===== src/sv/almc_pkg.sv =====
`timescale 1ns / 1ps

package almc_pkg;

  localparam int unsigned CACHE_SLOTS_DEF  = 2;
  localparam int unsigned MATRIX_WORDS_DEF = 16;
  localparam int unsigned QUEUE_DEPTH      = 2;

  localparam int unsigned TAG_W      = 8;
  localparam int unsigned AGE_W      = 8;
  localparam int unsigned WORD_W     = 32;
  localparam int unsigned FRAC_W     = 9;
  localparam int unsigned FRAC_SHIFT = 8;
  localparam int unsigned POS_W      = 4;
  localparam int unsigned SLOT_W     = 3;

  localparam logic [TAG_W-1:0] EMPTY_TAG = 8'hFF;
  localparam logic [AGE_W-1:0] AGE_FULL  = 8'hFF;

  typedef struct packed {
    logic              hit;
    logic [SLOT_W-1:0] slot;
    logic [POS_W-1:0]  pos;
    logic              last;
    logic [WORD_W-1:0] start;
    logic [WORD_W-1:0] delta;
  } entry_t;

  typedef struct packed {
    logic full;
    logic avail;
  } queue_stat_t;

endpackage


===== src/sv/almc_ram.sv =====
`timescale 1ns / 1ps

module almc_ram #(
  parameter int unsigned WIDTH = 32,
  parameter int unsigned DEPTH = 32,
  parameter int unsigned ADDR_W = (DEPTH > 1) ? $clog2(DEPTH) : 1
) (
  input  logic              clk_i,
  input  logic              we_i,
  input  logic [ADDR_W-1:0] waddr_i,
  input  logic [WIDTH-1:0]  wdata_i,
  input  logic              re_i,
  input  logic [ADDR_W-1:0] raddr_i,
  output logic [WIDTH-1:0]  rdata_o
);

  logic [WIDTH-1:0] mem_q [DEPTH];

  always_ff @(posedge clk_i) begin
    if (we_i) begin
      mem_q[waddr_i] <= wdata_i;
    end
    if (re_i) begin
      rdata_o <= mem_q[raddr_i];
    end
  end

endmodule


===== src/sv/almc_front.sv =====
`timescale 1ns / 1ps

module almc_front import almc_pkg::*; #(
  parameter int unsigned CACHE_SLOTS  = CACHE_SLOTS_DEF,
  parameter int unsigned MATRIX_WORDS = MATRIX_WORDS_DEF
) (
  input  logic                     clk_i,
  input  logic                     rst_ni,
  input  logic                     in_valid_i,
  output logic                     in_stall_o,
  input  logic [TAG_W-1:0]         matrix_index_i,
  input  logic signed [WORD_W-1:0] start_word_i,
  input  logic signed [WORD_W-1:0] end_word_i,
  input  queue_stat_t              q_stat_i,
  output logic                     push_o,
  output entry_t                   push_data_o
);

  logic [TAG_W-1:0]  tag_q [CACHE_SLOTS];
  logic [TAG_W-1:0]  tag_d [CACHE_SLOTS];
  logic [AGE_W-1:0]  age_q [CACHE_SLOTS];
  logic [AGE_W-1:0]  age_d [CACHE_SLOTS];
  logic [AGE_W-1:0]  age_half [CACHE_SLOTS];
  logic [POS_W-1:0]  pos_q, pos_d;
  logic [SLOT_W-1:0] cur_slot_q, cur_slot_d;
  logic              cur_hit_q, cur_hit_d;
  logic              accept, first, last;
  logic              lookup_hit;
  logic [SLOT_W-1:0] hit_slot, victim, pick;
  logic [AGE_W-1:0]  min_age;

  assign in_stall_o = q_stat_i.full;
  assign accept     = in_valid_i && !q_stat_i.full;
  assign push_o     = accept;
  assign first      = (pos_q == '0);
  assign last       = (pos_q == POS_W'(MATRIX_WORDS - 1));

  always_comb begin
    lookup_hit = 1'b0;
    hit_slot   = '0;
    victim     = '0;
    for (int i = 0; i < CACHE_SLOTS; i++) begin
      age_half[i] = age_q[i] >> 1;
    end
    min_age = age_half[0];
    for (int i = CACHE_SLOTS - 1; i >= 0; i--) begin
      if (tag_q[i] == matrix_index_i && matrix_index_i != EMPTY_TAG) begin
        lookup_hit = 1'b1;
        hit_slot   = SLOT_W'(i);
      end
    end
    for (int i = 1; i < CACHE_SLOTS; i++) begin
      if (age_half[i] < min_age) begin
        min_age = age_half[i];
        victim  = SLOT_W'(i);
      end
    end
    pick = lookup_hit ? hit_slot : victim;
  end

  always_comb begin
    pos_d      = pos_q;
    cur_slot_d = cur_slot_q;
    cur_hit_d  = cur_hit_q;
    for (int i = 0; i < CACHE_SLOTS; i++) begin
      tag_d[i] = tag_q[i];
      age_d[i] = age_q[i];
    end
    if (accept) begin
      pos_d = last ? '0 : pos_q + POS_W'(1);
      if (first) begin
        cur_slot_d = pick;
        cur_hit_d  = lookup_hit;
        for (int i = 0; i < CACHE_SLOTS; i++) begin
          if (SLOT_W'(i) == pick) begin
            age_d[i] = AGE_FULL;
            if (!lookup_hit) begin
              tag_d[i] = matrix_index_i;
            end
          end else begin
            age_d[i] = age_half[i];
          end
        end
      end
    end
  end

  always_ff @(posedge clk_i or negedge rst_ni) begin
    if (!rst_ni) begin
      pos_q      <= '0;
      cur_slot_q <= '0;
      cur_hit_q  <= 1'b0;
      for (int i = 0; i < CACHE_SLOTS; i++) begin
        tag_q[i] <= EMPTY_TAG;
        age_q[i] <= '0;
      end
    end else begin
      pos_q      <= pos_d;
      cur_slot_q <= cur_slot_d;
      cur_hit_q  <= cur_hit_d;
      for (int i = 0; i < CACHE_SLOTS; i++) begin
        tag_q[i] <= tag_d[i];
        age_q[i] <= age_d[i];
      end
    end
  end

  always_comb begin
    push_data_o.hit   = first ? lookup_hit : cur_hit_q;
    push_data_o.slot  = first ? pick : cur_slot_q;
    push_data_o.pos   = pos_q;
    push_data_o.last  = last;
    push_data_o.start = start_word_i;
    push_data_o.delta = end_word_i - start_word_i;
  end

endmodule


===== src/sv/almc_queue.sv =====
`timescale 1ns / 1ps

module almc_queue import almc_pkg::*; (
  input  logic        clk_i,
  input  logic        rst_ni,
  input  logic        push_i,
  input  entry_t      push_data_i,
  output queue_stat_t stat_o,
  input  logic        pop_i,
  output entry_t      pop_data_o
);

  localparam int unsigned PTR_W = (QUEUE_DEPTH > 1) ? $clog2(QUEUE_DEPTH) : 1;
  localparam int unsigned CNT_W = $clog2(QUEUE_DEPTH + 1);

  entry_t           mem_q [QUEUE_DEPTH];
  logic [PTR_W-1:0] wr_ptr_q, wr_ptr_d, rd_ptr_q, rd_ptr_d;
  logic [CNT_W-1:0] cnt_q, cnt_d;
  logic             do_push, do_pop;

  assign stat_o.full  = (cnt_q == CNT_W'(QUEUE_DEPTH));
  assign stat_o.avail = (cnt_q != '0);
  assign do_push      = push_i && !stat_o.full;
  assign do_pop       = pop_i && stat_o.avail;
  assign pop_data_o   = mem_q[rd_ptr_q];

  always_comb begin
    wr_ptr_d = wr_ptr_q;
    rd_ptr_d = rd_ptr_q;
    cnt_d    = cnt_q;
    if (do_push) begin
      wr_ptr_d = (wr_ptr_q == PTR_W'(QUEUE_DEPTH - 1)) ? '0 : wr_ptr_q + PTR_W'(1);
    end
    if (do_pop) begin
      rd_ptr_d = (rd_ptr_q == PTR_W'(QUEUE_DEPTH - 1)) ? '0 : rd_ptr_q + PTR_W'(1);
    end
    if (do_push && !do_pop) begin
      cnt_d = cnt_q + CNT_W'(1);
    end else if (do_pop && !do_push) begin
      cnt_d = cnt_q - CNT_W'(1);
    end
  end

  always_ff @(posedge clk_i or negedge rst_ni) begin
    if (!rst_ni) begin
      wr_ptr_q <= '0;
      rd_ptr_q <= '0;
      cnt_q    <= '0;
    end else begin
      wr_ptr_q <= wr_ptr_d;
      rd_ptr_q <= rd_ptr_d;
      cnt_q    <= cnt_d;
    end
  end

  always_ff @(posedge clk_i) begin
    if (do_push) begin
      mem_q[wr_ptr_q] <= push_data_i;
    end
  end

endmodule


===== src/sv/almc_back.sv =====
`timescale 1ns / 1ps

module almc_back import almc_pkg::*; #(
  parameter int unsigned CACHE_SLOTS  = CACHE_SLOTS_DEF,
  parameter int unsigned MATRIX_WORDS = MATRIX_WORDS_DEF
) (
  input  logic                     clk_i,
  input  logic                     rst_ni,
  input  logic [FRAC_W-1:0]        blend_fraction_i,
  input  queue_stat_t              q_stat_i,
  input  entry_t                   q_data_i,
  output logic                     pop_o,
  output logic                     out_valid_o,
  input  logic                     out_stall_i,
  output logic signed [WORD_W-1:0] matrix_word_o,
  output logic [POS_W-1:0]         word_position_o,
  output logic                     was_hit_o,
  output logic                     slot_used_o,
  output logic                     last_word_o
);

  localparam int unsigned DEPTH  = CACHE_SLOTS * MATRIX_WORDS;
  localparam int unsigned ADDR_W = (DEPTH > 1) ? $clog2(DEPTH) : 1;
  localparam int unsigned PROD_W = WORD_W + FRAC_W;

  logic                     adv;
  logic [ADDR_W-1:0]        rd_addr;
  logic signed [PROD_W-1:0] prod;
  logic [WORD_W-1:0]        ram_rdata;
  logic                     ram_we;

  logic                     a_valid_q;
  entry_t                   a_entry_q;
  logic [WORD_W-1:0]        a_scaled_q;
  logic [ADDR_W-1:0]        a_addr_q;
  logic                     a_fwd_q;
  logic [WORD_W-1:0]        fwd_word_q;
  logic [WORD_W-1:0]        a_blend, a_word;

  logic                     out_valid_q;
  logic [WORD_W-1:0]        out_word_q;
  logic [POS_W-1:0]         out_pos_q;
  logic                     out_hit_q, out_slot_q, out_last_q;

  assign adv     = !out_valid_q || !out_stall_i;
  assign pop_o   = adv && q_stat_i.avail;
  assign rd_addr = ADDR_W'(q_data_i.slot) * ADDR_W'(MATRIX_WORDS) + ADDR_W'(q_data_i.pos);
  assign prod    = $signed(q_data_i.delta) * $signed({1'b0, blend_fraction_i});

  assign a_blend = a_entry_q.start + a_scaled_q;
  assign a_word  = !a_entry_q.hit ? a_blend : (a_fwd_q ? fwd_word_q : ram_rdata);
  assign ram_we  = adv && a_valid_q && !a_entry_q.hit;

  almc_ram #(
    .WIDTH (WORD_W),
    .DEPTH (DEPTH),
    .ADDR_W(ADDR_W)
  ) u_ram (
    .clk_i  (clk_i),
    .we_i   (ram_we),
    .waddr_i(a_addr_q),
    .wdata_i(a_blend),
    .re_i   (pop_o),
    .raddr_i(rd_addr),
    .rdata_o(ram_rdata)
  );

  always_ff @(posedge clk_i or negedge rst_ni) begin
    if (!rst_ni) begin
      a_valid_q   <= 1'b0;
      out_valid_q <= 1'b0;
    end else if (adv) begin
      a_valid_q   <= q_stat_i.avail;
      out_valid_q <= a_valid_q;
    end
  end

  always_ff @(posedge clk_i) begin
    if (pop_o) begin
      a_entry_q  <= q_data_i;
      a_scaled_q <= prod[WORD_W+FRAC_SHIFT-1:FRAC_SHIFT];
      a_addr_q   <= rd_addr;
      a_fwd_q    <= ram_we && (rd_addr == a_addr_q);
      fwd_word_q <= a_blend;
    end
    if (adv && a_valid_q) begin
      out_word_q <= a_word;
      out_pos_q  <= a_entry_q.pos;
      out_hit_q  <= a_entry_q.hit;
      out_slot_q <= a_entry_q.slot[0];
      out_last_q <= a_entry_q.last;
    end
  end

  assign out_valid_o     = out_valid_q;
  assign matrix_word_o   = out_word_q;
  assign word_position_o = out_pos_q;
  assign was_hit_o       = out_hit_q;
  assign slot_used_o     = out_slot_q;
  assign last_word_o     = out_last_q;

endmodule


===== src/sv/aging_lru_matrix_cache.sv =====
// Path: a word is registered in the queue, then the back-end a stage, then the output register.
// Throughput: one word per cycle when not stalled; the output register gates
//   the back end, and the two-entry queue lets the front end keep taking words while it stalls.
// Reset: tags go to empty, ages and the word counter to zero, blend fraction
//   to zero, queue and pipeline empty; cached words are not cleared.
`timescale 1ns / 1ps

module aging_lru_matrix_cache import almc_pkg::*; #(
  parameter int unsigned CACHE_SLOTS  = CACHE_SLOTS_DEF,
  parameter int unsigned MATRIX_WORDS = MATRIX_WORDS_DEF
) (
  input  logic                     clk_i,
  input  logic                     rst_ni,
  input  logic                     cfg_we_i,
  input  logic [FRAC_W-1:0]        cfg_wdata_i,
  input  logic                     in_valid_i,
  output logic                     in_stall_o,
  input  logic [TAG_W-1:0]         matrix_index_i,
  input  logic signed [WORD_W-1:0] start_word_i,
  input  logic signed [WORD_W-1:0] end_word_i,
  output logic                     out_valid_o,
  input  logic                     out_stall_i,
  output logic signed [WORD_W-1:0] matrix_word_o,
  output logic [POS_W-1:0]         word_position_o,
  output logic                     was_hit_o,
  output logic                     slot_used_o,
  output logic                     last_word_o
);

  logic [FRAC_W-1:0] blend_fraction_q;
  queue_stat_t       q_stat;
  logic              push, pop;
  entry_t            push_data, pop_data;

  always_ff @(posedge clk_i or negedge rst_ni) begin
    if (!rst_ni) begin
      blend_fraction_q <= '0;
    end else if (cfg_we_i) begin
      blend_fraction_q <= cfg_wdata_i;
    end
  end

  almc_front #(
    .CACHE_SLOTS (CACHE_SLOTS),
    .MATRIX_WORDS(MATRIX_WORDS)
  ) u_front (
    .clk_i         (clk_i),
    .rst_ni        (rst_ni),
    .in_valid_i    (in_valid_i),
    .in_stall_o    (in_stall_o),
    .matrix_index_i(matrix_index_i),
    .start_word_i  (start_word_i),
    .end_word_i    (end_word_i),
    .q_stat_i      (q_stat),
    .push_o        (push),
    .push_data_o   (push_data)
  );

  almc_queue u_queue (
    .clk_i      (clk_i),
    .rst_ni     (rst_ni),
    .push_i     (push),
    .push_data_i(push_data),
    .stat_o     (q_stat),
    .pop_i      (pop),
    .pop_data_o (pop_data)
  );

  almc_back #(
    .CACHE_SLOTS (CACHE_SLOTS),
    .MATRIX_WORDS(MATRIX_WORDS)
  ) u_back (
    .clk_i           (clk_i),
    .rst_ni          (rst_ni),
    .blend_fraction_i(blend_fraction_q),
    .q_stat_i        (q_stat),
    .q_data_i        (pop_data),
    .pop_o           (pop),
    .out_valid_o     (out_valid_o),
    .out_stall_i     (out_stall_i),
    .matrix_word_o   (matrix_word_o),
    .word_position_o (word_position_o),
    .was_hit_o       (was_hit_o),
    .slot_used_o     (slot_used_o),
    .last_word_o     (last_word_o)
  );

endmodule


===== config.mk =====
export PLATFORM = sky130hd
export DESIGN_NAME = aging_lru_matrix_cache
export DESIGN_NICKNAME = d
export VERILOG_FILES = /design/src/sv/almc_pkg.sv /design/src/sv/almc_ram.sv /design/src/sv/almc_front.sv /design/src/sv/almc_queue.sv /design/src/sv/almc_back.sv /design/src/sv/aging_lru_matrix_cache.sv
export SDC_FILE = /design/constraint.sdc
export NUM_CORES = 2
export LEC_CHECK = 0
export BUFFER_PORTS_ARGS = -buffer_cell sky130_fd_sc_hd__buf_2
export CAP_MARGIN = 20
export CORE_MARGIN = 8
export CORE_UTILIZATION = 30
export CTS_BUF_LIST = sky130_fd_sc_hd__clkbuf_2
export CTS_CLUSTER_DIAMETER = 40
export DETAILED_ROUTE_END_ITERATION = 8
export PLACE_DENSITY = 0.41
export SYNTH_ARGS = -nofsm -noshare
export SYNTH_HDL_FRONTEND = slang
export SYNTH_HIERARCHICAL = 1
export SYNTH_SLANG_ARGS = --single-unit

===== constraint.sdc =====
create_clock -name clk_i -period 17.3 [get_ports clk_i]
set_clock_uncertainty 0.15 [all_clocks]
set_input_delay 3.46 -clock clk_i [delete_from_list [all_inputs] [get_ports clk_i]]
set_output_delay 3.46 -clock clk_i [all_outputs]
set_load 0.05 [all_outputs]

==> summary.txt <==
result of the run: finished clean
Slew Limit Fails: 0
clk sink count: 1392
setup TNS: 0 ns
Syn Nets: 5059
Levels on crit path: 19
RSZ-0062 raised after global routing: no
Mapped Cells: 4592
core footprint: 222000 sq um
fmax: 134 MHz
Setup Crit Path Kind: reg -> reg
num ports: 127
fin cells: 8251
DR iter-0 viols: 2258
row count: 173
Critical Path Start: u_queue/rd_ptr_q
DRT Pass-1 Iters: 5
Critical Path Max Stage Delay: 0.77 ns
PortBufs: 126
commonest cells after routing, fill and taps aside: edfxtp_1 (1341), clkbuf_2 (596), mux2i_1 (544)
Cell Area, Synth: 67000 sq um
WL/cell: 23.4 microns
register area: 41600 sq um
worst hold slack: 0.266 ns
FF-to-FF path depth: 19
Max Fanout on Critical Path: 46
reg2reg setup slack: 9.86 ns
CTS hold repair buffers: 0
Bufs and invs on worst path: 3
startpoint types: flop
final worst path period share: 43.0%
All-Layer GR Usage: 15.8%
Worst Hold Class: reg -> reg
GPL Wtd Cong: 0.784
H-tree lvl count: 5
Data required, critical path: 18.51 ns
Max Cap Viol: 0
Slowest-stage cell, CP: dfrtp_4
quantity of gates resized following cts: 0
slew margin rel.: 26.6%
first-pass GRT wire length: 279 mm
die area: 239000 sq um
Max Buffers Root-to-Sink: 4
Clock Latency Late Sink: 1.75 ns
Worst Path Arrival: 8.65 ns
worst slew pin tran: 1.10 ns
Worst Setup EP: u_back/a_scaled_q[18]
Top Family by Delay on Critical Path: adder cells
Worst Setup End Kind: flop
syn avg cell area: 14.6 sq um
CTS clk-pin slew, worst paths: 0.09 ns
width of the die: 489 microns
initial core utilization: 30.2%
worst r2r src: u_queue/rd_ptr_q
final hold violations: 0
via count: 39057
Cell Area, Placed: 71200 sq um
yosys warns: 6
FF-to-FF End: u_back/a_scaled_q[18]
count of final setup violators: 0
total setup buffers inserted after CTS: 0
Final #Nets: 5446
DRC errors left: 0
detailed placement HPWL: 110 mm
Vias/cell: 4.73
GRT overflow: 0
CTS Buf Count: 401
P&R area growth vs syn: 11.5%
cell chain of the critical path: buf_4 > mux2_4 > and2_1 > fa_1 > fa_1 > fa_1 > fa_1 > inv_1 > fa_1 > inv_1 > ha_1 > a21o_1 > a21o_1 > a211oi_1 > o21ai_0 > a211oi_1 > o21ai_0 > a31oi_1 > xnor2_1
Die Y: 489 microns
placed cells: 7550
Root Driver: clkbuf_2
crit-path most repeated cell: fa_1
vias in the first global route: 41066
multi-input logic area: 23400 sq um
Post-Route WL: 193 mm
layout cells sized above 1: 20.2%
most common cell after layout, fill and taps aside: edfxtp_1
antenna violations before repair: 16
post-route ant nets: 0
cell area after layout: 74700 sq um
fillcell total: 22181
CTS tree: built
min Tclk post-route: 7.44 ns
largest net degree at the start of global routing: 65
final cells by class:
class	instances	share of cell area, %
antenna	13	0.0436
clock buffer	596	3.99
clock inverter	91	0.556
inverter	304	1.53
multi-input combinational	2653	31.3
sequential	1392	55.7
tap	2975	4.98
timing repair buffer	227	1.89
state kept, by name (all words and copies together) (netlist names), 2 cells and up:
signal	flops
u_back/matrix_word_o	32
u_back/word_position_o	4
u_front/age_half	14
u_back/fwd_word_q	32
blend_fraction_q	9
u_queue/cnt_q	2
u_front/pos_q	4
u_back/u_ram/mem_q	1024
u_front/tag_q	16
u_back/a_scaled_q	32
u_back/a_entry_q	38
u_back/u_ram/rdata_o	32
u_queue/mem_q	142
worst min-delay path by stage:
stage | start | end | slack (ns) | cells past startpoint
floorplan | u_back/a_entry_q[64] | u_back/last_word_o | 0.25 | 0
global placement | u_back/a_entry_q[64] | u_back/last_word_o | 0.26 | 0
detailed placement | u_back/a_entry_q[64] | u_back/last_word_o | 0.27 | 0
CTS | u_back/a_entry_q[64] | u_back/last_word_o | 0.28 | 0
global route | u_back/a_entry_q[64] | u_back/last_word_o | 0.28 | 0
finish | u_back/a_entry_q[64] | u_back/last_word_o | 0.27 | 0
layer usage:
metal / up-vias / part of all wire [%] / global-route usage, %
met5: - / 0.0047 / 0
met4: 2 / 2.1 / 4.40
met3: 319 / 4.2 / 2.77
met2: 900 / 48 / 26.5
met1: 19939 / 46 / 21.0
li1: 17897 / - / -
through the flow:
step / utilization (%) / setup slack (ns)
after floorplan: - / 9.17
after global placement: 32.1 / 9.75
after detailed placement: 32.1 / 9.81
after CTS: 33.6 / 9.77
after global routing: 33.6 / 9.49
final: 33.6 / 9.86
Power is not shown: default switching activity piles up to over one toggle a cycle in this logic, so the estimate is an artifact.
